`src/rtl/core/cht_pkg.sv`:
```
// Shared types and constants for the two-table cuckoo hash set.
// Used by cuckoo_hash_table; depends on nothing else.
package cht_pkg;

    localparam int KEY_W   = 31;
    localparam int CFG_W   = 5;
    localparam int CFG_MAX = 2 ** CFG_W - 1;
    localparam int NN_W    = 2 * CFG_W;
    localparam int REM_W   = NN_W + 1;
    localparam int CNT_W   = $clog2(KEY_W);
    localparam int STAT_W  = 3;
    localparam int TBL_W   = 2;
    localparam int SLOT_W  = 4;
    localparam int ACT_W   = 2;
    localparam int OUT_W   = 48;

    localparam logic [CFG_W-1:0] SLOTS_RESET = CFG_W'(7);

    localparam logic [ACT_W-1:0] ACT_INSERT = 2'd0;
    localparam logic [ACT_W-1:0] ACT_LOOKUP = 2'd1;
    localparam logic [ACT_W-1:0] ACT_ERASE  = 2'd2;

    localparam logic [STAT_W-1:0] STAT_INSERTED = 3'd0;
    localparam logic [STAT_W-1:0] STAT_DROPPED  = 3'd1;
    localparam logic [STAT_W-1:0] STAT_FOUND1   = 3'd2;
    localparam logic [STAT_W-1:0] STAT_FOUND2   = 3'd3;
    localparam logic [STAT_W-1:0] STAT_MISSING  = 3'd4;
    localparam logic [STAT_W-1:0] STAT_ERASED   = 3'd5;

    localparam logic [TBL_W-1:0] TBL_NONE   = 2'd0;
    localparam logic [TBL_W-1:0] TBL_FIRST  = 2'd1;
    localparam logic [TBL_W-1:0] TBL_SECOND = 2'd2;

    typedef enum logic [2:0] {
        S_IDLE,
        S_DIV_SQ,
        S_DIV_N,
        S_PROBE,
        S_SWAP,
        S_FETCH,
        S_MATCH,
        S_DONE
    } cht_state_t;

endpackage

```
`src/rtl/core/cuckoo_hash_table.sv`:
```
// Two-table cuckoo hash set with an iterative hash divider and two key memories.
// Depends on cht_pkg for codes, widths and the state type.
//
//  channel   | direction | handshake          | payload
//  ----------+-----------+--------------------+-------------------------------------
//  s_        | in        | s_tvalid/s_tready  | s_tuser action, s_tdata key
//  m_        | out       | m_tvalid/m_tready  | m_tdata status..displacements
//  cfg_      | in        | cfg_we             | cfg_wdata slots_in_use
//
// One item at a time. A hash runs on the shared shift-subtract divider
// (31 steps for key mod N*N, then 5 steps split that into both slot indexes).
// A displaced key reuses its stored index when its stored hash tag matches N, else it is rehashed.
// Reset clears the valid bits of both tables at once; no clearing pass.
// A stalled result holds the output register while the next item runs and waits in S_DONE.
module cuckoo_hash_table
    import cht_pkg::*;
#(
    parameter int MAX_SLOTS = 16
) (
    input  logic              aclk,
    input  logic              aresetn,
    input  logic              cfg_we,
    input  logic [CFG_W-1:0]  cfg_wdata,
    input  logic              s_tvalid,
    output logic              s_tready,
    input  logic [31:0]       s_tdata,   // [30:0] key, [31] zero
    input  logic [ACT_W-1:0]  s_tuser,   // [1:0] action
    output logic              m_tvalid,
    input  logic              m_tready,
    output logic [OUT_W-1:0]  m_tdata    // [2:0] status, [4:3] which_table, [8:5] slot,
                                         // [39:9] dropped_key, [44:40] displacements
);

    // The slot count never exceeds the register range, so deeper tables are unreachable.
    localparam int DEPTH = (MAX_SLOTS < CFG_MAX) ? MAX_SLOTS : CFG_MAX;
    localparam int IDX_W = $clog2(DEPTH);
    localparam int ENT_W = CFG_W + IDX_W + KEY_W;
    localparam logic [CFG_W-1:0] DEPTH_N = CFG_W'(DEPTH);

    cht_state_t state_reg, state_next;

    logic [CFG_W-1:0]  slots_reg;
    logic [CFG_W-1:0]  n_reg, n_next, n_eff;
    logic [NN_W-1:0]   nn_reg, nn_next;
    logic [ACT_W-1:0]  act_reg, act_next;
    logic [KEY_W-1:0]  key_reg, key_next;
    logic [KEY_W-1:0]  cur_reg, cur_next;
    logic [IDX_W-1:0]  idx_reg, idx_next;
    logic [IDX_W-1:0]  alt_reg, alt_next;
    logic              tsel_reg, tsel_next;
    logic [CFG_W-1:0]  moves_reg, moves_next;
    logic [REM_W-1:0]  rem_reg, rem_next;
    logic [KEY_W-1:0]  dq_reg, dq_next;
    logic [CNT_W-1:0]  cnt_reg, cnt_next;
    logic [DEPTH-1:0]  valid1_reg, valid1_next;
    logic [DEPTH-1:0]  valid2_reg, valid2_next;

    logic [STAT_W-1:0] res_status_reg, res_status_next;
    logic [TBL_W-1:0]  res_table_reg, res_table_next;
    logic [SLOT_W-1:0] res_slot_reg, res_slot_next;
    logic [KEY_W-1:0]  res_dropped_reg, res_dropped_next;
    logic [CFG_W-1:0]  res_moves_reg, res_moves_next;

    logic              out_valid_reg, out_valid_next;
    logic [OUT_W-1:0]  out_data_reg, out_data_next;

    logic [ENT_W-1:0]  tab1_mem [DEPTH];
    logic [ENT_W-1:0]  tab2_mem [DEPTH];
    logic [ENT_W-1:0]  rd1_reg, rd2_reg, rd_sel, wr_ent;
    logic [IDX_W-1:0]  rd_addr2;
    logic              we1, we2;

    logic [REM_W-1:0]  div_d, trial, rem_step;
    logic              ge;
    logic [KEY_W-1:0]  dq_step;
    logic [IDX_W-1:0]  h1, h2;
    logic              vsel, hit1, hit2, accept, out_free;
    logic [KEY_W-1:0]  old_key;
    logic [IDX_W-1:0]  old_alt;
    logic [CFG_W-1:0]  old_tag;

    assign accept   = s_tvalid && s_tready;
    assign out_free = !out_valid_reg || m_tready;

    always_comb begin
        if (slots_reg == '0) begin
            n_eff = CFG_W'(1);
        end else if (slots_reg > DEPTH_N) begin
            n_eff = DEPTH_N;
        end else begin
            n_eff = slots_reg;
        end
    end

    // Shift-subtract divider step, shared by both hash phases.
    assign div_d    = (state_reg == S_DIV_SQ) ? {1'b0, nn_reg} : REM_W'(n_reg);
    assign trial    = {rem_reg[NN_W-1:0], dq_reg[KEY_W-1]};
    assign ge       = (trial >= div_d);
    assign rem_step = ge ? (trial - div_d) : trial;
    assign dq_step  = {dq_reg[KEY_W-2:0], ge};
    assign h1       = rem_step[IDX_W-1:0];
    assign h2       = dq_step[IDX_W-1:0];

    assign vsel     = tsel_reg ? valid2_reg[idx_reg] : valid1_reg[idx_reg];
    assign rd_sel   = tsel_reg ? rd2_reg : rd1_reg;
    assign old_key  = rd_sel[KEY_W-1:0];
    assign old_alt  = rd_sel[KEY_W +: IDX_W];
    assign old_tag  = rd_sel[ENT_W-1 -: CFG_W];
    assign wr_ent   = {n_reg, alt_reg, cur_reg};
    assign rd_addr2 = tsel_reg ? idx_reg : alt_reg;
    assign hit1     = valid1_reg[idx_reg] && (rd1_reg[KEY_W-1:0] == key_reg);
    assign hit2     = valid2_reg[alt_reg] && (rd2_reg[KEY_W-1:0] == key_reg);

    always_comb begin
        state_next = state_reg;
        unique case (state_reg)
            S_IDLE: begin
                if (accept) begin
                    if (s_tuser == ACT_INSERT || s_tuser == ACT_LOOKUP ||
                        s_tuser == ACT_ERASE) begin
                        state_next = S_DIV_SQ;
                    end else begin
                        state_next = S_DONE;
                    end
                end
            end
            S_DIV_SQ: begin
                if (cnt_reg == '0) begin
                    state_next = S_DIV_N;
                end
            end
            S_DIV_N: begin
                if (cnt_reg == '0) begin
                    state_next = (act_reg == ACT_INSERT) ? S_PROBE : S_FETCH;
                end
            end
            S_PROBE: begin
                if (moves_reg >= n_reg || !vsel) begin
                    state_next = S_DONE;
                end else begin
                    state_next = S_SWAP;
                end
            end
            S_SWAP: begin
                state_next = (old_tag == n_reg) ? S_PROBE : S_DIV_SQ;
            end
            S_FETCH: state_next = S_MATCH;
            S_MATCH: state_next = S_DONE;
            S_DONE: begin
                if (out_free) begin
                    state_next = S_IDLE;
                end
            end
            default: state_next = S_IDLE;
        endcase
    end

    always_comb begin
        s_tready         = (state_reg == S_IDLE);
        n_next           = n_reg;
        nn_next          = nn_reg;
        act_next         = act_reg;
        key_next         = key_reg;
        cur_next         = cur_reg;
        idx_next         = idx_reg;
        alt_next         = alt_reg;
        tsel_next        = tsel_reg;
        moves_next       = moves_reg;
        rem_next         = rem_reg;
        dq_next          = dq_reg;
        cnt_next         = cnt_reg;
        valid1_next      = valid1_reg;
        valid2_next      = valid2_reg;
        res_status_next  = res_status_reg;
        res_table_next   = res_table_reg;
        res_slot_next    = res_slot_reg;
        res_dropped_next = res_dropped_reg;
        res_moves_next   = res_moves_reg;
        out_valid_next   = out_valid_reg && !m_tready;
        out_data_next    = out_data_reg;
        we1              = 1'b0;
        we2              = 1'b0;

        unique case (state_reg)
            S_IDLE: begin
                if (accept) begin
                    act_next         = s_tuser;
                    key_next         = s_tdata[KEY_W-1:0];
                    cur_next         = s_tdata[KEY_W-1:0];
                    dq_next          = s_tdata[KEY_W-1:0];
                    rem_next         = '0;
                    cnt_next         = CNT_W'(KEY_W - 1);
                    n_next           = n_eff;
                    nn_next          = NN_W'(n_eff) * NN_W'(n_eff);
                    moves_next       = '0;
                    tsel_next        = 1'b0;
                    res_status_next  = STAT_MISSING;
                    res_table_next   = TBL_NONE;
                    res_slot_next    = '0;
                    res_dropped_next = '0;
                    res_moves_next   = '0;
                end
            end
            S_DIV_SQ: begin
                cnt_next = cnt_reg - CNT_W'(1);
                rem_next = rem_step;
                dq_next  = dq_step;
                if (cnt_reg == '0) begin
                    // key mod N*N is below N*32, so its upper bits already sit below N.
                    rem_next = REM_W'(rem_step[NN_W-1:CFG_W]);
                    dq_next  = {rem_step[CFG_W-1:0], {(KEY_W - CFG_W){1'b0}}};
                    cnt_next = CNT_W'(CFG_W - 1);
                end
            end
            S_DIV_N: begin
                cnt_next = cnt_reg - CNT_W'(1);
                rem_next = rem_step;
                dq_next  = dq_step;
                if (cnt_reg == '0) begin
                    idx_next = tsel_reg ? h2 : h1;
                    alt_next = tsel_reg ? h1 : h2;
                end
            end
            S_PROBE: begin
                if (moves_reg >= n_reg) begin
                    res_status_next  = STAT_DROPPED;
                    res_dropped_next = cur_reg;
                    res_moves_next   = moves_reg;
                end else if (!vsel) begin
                    we1             = !tsel_reg;
                    we2             = tsel_reg;
                    if (tsel_reg) begin
                        valid2_next[idx_reg] = 1'b1;
                    end else begin
                        valid1_next[idx_reg] = 1'b1;
                    end
                    res_status_next = STAT_INSERTED;
                    res_moves_next  = moves_reg;
                end
            end
            S_SWAP: begin
                we1        = !tsel_reg;
                we2        = tsel_reg;
                moves_next = moves_reg + CFG_W'(1);
                tsel_next  = !tsel_reg;
                cur_next   = old_key;
                if (old_tag == n_reg) begin
                    // The evicted key's other index was stored with it.
                    idx_next = old_alt;
                    alt_next = idx_reg;
                end else begin
                    rem_next = '0;
                    dq_next  = old_key;
                    cnt_next = CNT_W'(KEY_W - 1);
                end
            end
            S_FETCH: begin
            end
            S_MATCH: begin
                if (hit1) begin
                    res_table_next = TBL_FIRST;
                    res_slot_next  = SLOT_W'(idx_reg);
                    if (act_reg == ACT_ERASE) begin
                        valid1_next[idx_reg] = 1'b0;
                        res_status_next      = STAT_ERASED;
                    end else begin
                        res_status_next = STAT_FOUND1;
                    end
                end else if (hit2) begin
                    res_table_next = TBL_SECOND;
                    res_slot_next  = SLOT_W'(alt_reg);
                    if (act_reg == ACT_ERASE) begin
                        valid2_next[alt_reg] = 1'b0;
                        res_status_next      = STAT_ERASED;
                    end else begin
                        res_status_next = STAT_FOUND2;
                    end
                end
            end
            S_DONE: begin
                if (out_free) begin
                    out_valid_next = 1'b1;
                    out_data_next  = {3'b000, res_moves_reg, res_dropped_reg, res_slot_reg,
                                      res_table_reg, res_status_reg};
                end
            end
            default: begin
            end
        endcase
    end

    always_ff @(posedge aclk) begin
        if (!aresetn) begin
            state_reg     <= S_IDLE;
            slots_reg     <= SLOTS_RESET;
            valid1_reg    <= '0;
            valid2_reg    <= '0;
            out_valid_reg <= 1'b0;
        end else begin
            state_reg     <= state_next;
            valid1_reg    <= valid1_next;
            valid2_reg    <= valid2_next;
            out_valid_reg <= out_valid_next;
            if (cfg_we) begin
                slots_reg <= cfg_wdata;
            end
        end
    end

    always_ff @(posedge aclk) begin
        n_reg           <= n_next;
        nn_reg          <= nn_next;
        act_reg         <= act_next;
        key_reg         <= key_next;
        cur_reg         <= cur_next;
        idx_reg         <= idx_next;
        alt_reg         <= alt_next;
        tsel_reg        <= tsel_next;
        moves_reg       <= moves_next;
        rem_reg         <= rem_next;
        dq_reg          <= dq_next;
        cnt_reg         <= cnt_next;
        res_status_reg  <= res_status_next;
        res_table_reg   <= res_table_next;
        res_slot_reg    <= res_slot_next;
        res_dropped_reg <= res_dropped_next;
        res_moves_reg   <= res_moves_next;
        out_data_reg    <= out_data_next;
    end

    // Each table entry: key, the key's index in the other table, and the N it was hashed with.
    always_ff @(posedge aclk) begin
        if (we1) begin
            tab1_mem[idx_reg] <= wr_ent;
        end
        rd1_reg <= tab1_mem[idx_reg];
    end

    always_ff @(posedge aclk) begin
        if (we2) begin
            tab2_mem[idx_reg] <= wr_ent;
        end
        rd2_reg <= tab2_mem[rd_addr2];
    end

    assign m_tvalid = out_valid_reg;
    assign m_tdata  = out_data_reg;

    a_one_item: assert property (@(posedge aclk) disable iff (!aresetn)
        s_tvalid && s_tready |=> !s_tready)
        else $error("item accepted while another is in flight");

    a_moves_bound: assert property (@(posedge aclk) disable iff (!aresetn)
        state_reg != S_IDLE |-> moves_reg <= n_reg)
        else $error("displacement count ran past the slot count");

    a_swap_occupied: assert property (@(posedge aclk) disable iff (!aresetn)
        state_reg == S_SWAP |-> vsel)
        else $error("eviction from an empty slot");

endmodule

```
`config.mk`:
```
export PLATFORM = sky130hd
export DESIGN_NAME = cuckoo_hash_table
export DESIGN_NICKNAME = d
export VERILOG_FILES = /design/src/rtl/core/cht_pkg.sv /design/src/rtl/core/cuckoo_hash_table.sv
export SDC_FILE = /design/constraint.sdc
export NUM_CORES = 2
export LEC_CHECK = 0
export BUFFER_PORTS_ARGS = -buffer_cell sky130_fd_sc_hd__buf_2
export CAP_MARGIN = 20
export CORE_MARGIN = 4
export CORE_UTILIZATION = 23
export CTS_BUF_LIST = sky130_fd_sc_hd__clkbuf_4 sky130_fd_sc_hd__clkbuf_8 sky130_fd_sc_hd__clkbuf_16
export CTS_CLUSTER_DIAMETER = 60
export DETAILED_ROUTE_END_ITERATION = 8
export PLACE_DENSITY = 0.49
export REMOVE_ABC_BUFFERS = 1
export SLEW_MARGIN = 0
export SYNTH_ARGS = -nofsm -noshare
export SYNTH_HDL_FRONTEND = slang
export SYNTH_SLANG_ARGS = --single-unit
```
`constraint.sdc`:
```
create_clock -name aclk -period 4.42 [get_ports aclk]
set_clock_uncertainty 0.2 [all_clocks]
set_input_delay 0 -clock aclk [delete_from_list [all_inputs] [get_ports aclk]]
set_output_delay 0 -clock aclk [all_outputs]
set_load 0.02 [all_outputs]
```
==> impl_metrics.csv <==
group,metric,value,unit
synthesis,ys_warn_count,0,
synthesis,synth-main-ff-cell,"edfxtp_1",
power_and_ir_drop,leakagePower,24.44,nW
die,io_pins,94,
synthesis,yosysTopAreaCell,"edfxtp_1",
final_layout,layout_commonest_cell,"edfxtp_1",
final_layout,final_nets,3642,
critical_path,path_max_fanout,12,
die,die_w,531.8,um
power_and_ir_drop,p_seq_share,47.6,%
synthesis,netlist_instances,3195,
synthesis,seq_area_frac_synth,75.54,%
detailed_routing,wl,182900,um
cts,cts_tree,"built",
detailed_routing,wire_per_inst,24.99,um
detailed_routing,ant_nets,0,
critical_path,critPathKind,"reg2reg",
timing,slew_viol_final,0,
power_and_ir_drop,switchingPower,12.38,mW
timing,finalSetupViolations,0,
final_layout,syn_to_final_growth,21.57,%
place,gp_congestion,0.8086,
synthesis,avgSynthCellArea,19.75,um2
critical_path,start_kind,"flop",
synthesis,yosysUniqueCellTypes,61,
place,dp_hpwl,109300,um
detailed_routing,vias,32590,
worst_hold_path,hold_class,"in2reg",
global_route,grt_pass1_vias,33240,
power_and_ir_drop,clockPowerShare,34.8,%
detailed_routing,drt_iter0_drc,3149,
timing,finalCritPeriodShare,87.60,%
final_layout,layout_common_cells,"edfxtp_1 (1507), mux4_2 (375), clkbuf_16 (182), nand2_1 (175), nor2_1 (131)",
critical_path,worstPathArrival,4.17,ns
synthesis,ys_async_sr_fraction,0,%
global_route,grt_pass1_wl,258200,um
critical_path,endpoint_kind,"flop",
cts,numCtsBuffers,179,
critical_path,r2r_setup_slack,0.55,ns
power_and_ir_drop,power.density,558.4,mW/mm2
die,fp.coreArea,0.2734,mm2
cts,cts-htree-levels,4,
timing,maxSlewHeadroom,27.84,%
global_route,overflow,0,
global_route,antenna_found_initial,18,
worst_hold_path,min_path_cells,3,
final_layout,final-seq-area,0.04768,mm2
synthesis,synth_edf_count,1507,
critical_path,r2r_cells,8,
global_route,grt_max_degree,91,
synthesis,synth_area_leaders,"edfxtp_1 (72%), mux4_2 (13%), dfxtp_1 (3.8%), nand2_1 (1.1%), xnor2_1 (1.1%)",
timing,tightest_slew,1.072,ns
timing,rsz0062_at_grt,"no",
detailed_routing,via_per_inst,4.453,
cts,cts-root-buf,"clkbuf_16",
power_and_ir_drop,p_comb_share,17.7,%
worst_hold_path,hp-start,"s_tdata[16]",
detailed_routing,dr.pass1.iters,5,
cts,cts_setup_buffers,0,
detailed_routing,drc,0,
final_layout,drive_gt1_share,27.23,%
final_layout,multi_input_area,0.01500,mm2
critical_path,critical_path_required,4.71,ns
synthesis,synth_area,0.06311,mm2
power_and_ir_drop,peakVddDrop,0.3015,mV
critical_path,crit_chain,"xnor2_1, nand4_1, nor4_1, and3_4, nor2_1, and2_1, a21oi_1, buf_4",
synthesis,synth_top_area_share,71.70,%
die,fp-row-count,192,
cts,clk_pin_slew,0.06,ns
synthesis,ys_seq_elements,1628,
timing,holdWs,0.04035,ns
critical_path,cpPeakStageDelay,0.94,ns
timing,report.final.hold_viol_count,0,
power_and_ir_drop,sw_frac_of_total,28.90,%
run_status,outcome,"completed",
timing,fin_setup_tns,0,ns
die,dieArea,0.2828,mm2
critical_path,reg2reg_to,"res_table_reg[0]$_SDFFCE_PN0P_",
critical_path,r2r_start,"rd1_reg[30]$_DFF_P_",
timing,fmax,258.3,MHz
global_route,grt_usage,12.63,%
die,floorplan.initialDensity,23.09,%
cts,cts.sinks,1628,
critical_path,slowest_stage,"nor4_1",
cts,clock_path_buffers,3,
final_layout,num-fill-cells,27060,
final_layout,post-route-util,28.07,%
worst_hold_path,min_to,"cur_reg[16]$_DFFE_PP_",
run,maxCapViolCount,0,
power_and_ir_drop,p_int,30.46,mW
cts,clock_latency,0.83,ns
die,die_h,531.8,um
timing,finalCriticalPeriod,3.872,ns
place,io_buffers,89,
-- per-layer routing --
layer,vias to the layer above,wire length [um],share of wire (%),GRT usage (%)
li1,13730,-,-,-
met1,17550,78730,43,17.16
met2,1098,88970,49,20.86
met3,214,11860,6.5,2.506
met4,0,3362,1.8,2.859
met5,-,0,0,0
-- what timing repair did --
action                                  4_1_cts  5_1_grt
hold buffers                                 97        1
endpoints found under the setup margin        0        0
gates resized for setup                       0        0
endpoints found under the hold margin       163        1
-- cells in the mapped netlist (37+ instances only) --
master,n
xnor2_1,76
mux2i_1,62
clkbuf_1,113
and3_1,37
a31oi_1,46
nor2_1,165
nand2_1,178
and2_1,49
edfxtp_1,1507
dfxtp_1,121
mux4_2,375
a211oi_1,58
-- how the worst max path moves through the flow --
stage / start / to / slack, ns
global placement: idx_reg[1]$_DFFE_PP_ / tab2_mem[7][23]$_DFFE_PP_ / 0.61
global route: state_reg[0]$_SDFFE_PN0P_ / idx_reg[0]$_DFFE_PP_ / 0.43
CTS: rd1_reg[22]$_DFF_P_ / res_slot_reg[1]$_SDFFCE_PN0P_ / 0.63
floorplan: idx_reg[0]$_DFFE_PP_ / rd2_reg[0]$_DFF_P_ / -33.04
finish: rd1_reg[30]$_DFF_P_ / res_table_reg[0]$_SDFFCE_PN0P_ / 0.55
detailed placement: idx_reg[1]$_DFFE_PP_ / tab2_mem[6][23]$_DFFE_PP_ / 0.62
-- final cells by class --
class	instances	area share [%]
flip-flops and latches	1628	62.14
repair buffers	361	4.494
clock buffers	249	6.730
diodes	6	0.01957
well taps	3589	5.853
multi-input cells	1373	19.55
inverters	24	0.1174
clock inverters	89	1.094
-- power by group through the flow --
stage / clock network [mW] / logic [mW] / registers (mW)
floorplan: 0 / 4.41 / 20.6
finish: 14.9 / 7.56 / 20.4
detailed placement: 0 / 7.12 / 20.9
global placement: 0 / 6.94 / 21.0
global route: 16.0 / 8.14 / 20.5
CTS: 15.3 / 7.25 / 20.6
-- cell families (layout without fill, tap and decap cells) --
kind of cell | after synthesis | after routing | synth area share [%]
multiplexers | 440 | 440 | 14.42
adder cells (fa/ha/maj) | 31 | 31 | 0.6621
XOR/XNOR | 82 | 82 | 1.138
AND/OR/NAND/NOR | 539 | 539 | 3.937
AO/OA/AOI/OAI | 275 | 275 | 3.003
buffers and inverters | 198 | 723 | 1.289
flip-flops | 1628 | 1628 | 75.54
other | 2 | 12 | 0.01190
-- critical path, delay by kind of cell (launching register included) --
| family | cells | cell delay [ns] |
|---|---|---|
| AO/OA/AOI/OAI | 1 | 0.33 |
| XOR/XNOR | 1 | 0.40 |
| buffers and inverters | 1 | 0.23 |
| flip-flops | 1 | 0.43 |
| AND/OR/NAND/NOR | 5 | 1.92 |
-- metrics by stage --
stage | instances | cell area [um2] | power [mW] | setup slack (ns)
6_report | 7319 | 76730 | 42.85 | 0.5481
5_1_grt | 7314 | 76710 | 44.62 | 0.4338
4_1_cts | 7299 | 76460 | 43.16 | 0.6346
3_5_place_dp | 6864 | 69490 | 28.06 | 0.6232
3_3_place_gp | 6859 | 69380 | 27.91 | 0.6145
2_1_floorplan | 3025 | 62400 | 24.97 | -33.04
Note: power is estimated with default switching activity, not from simulation.
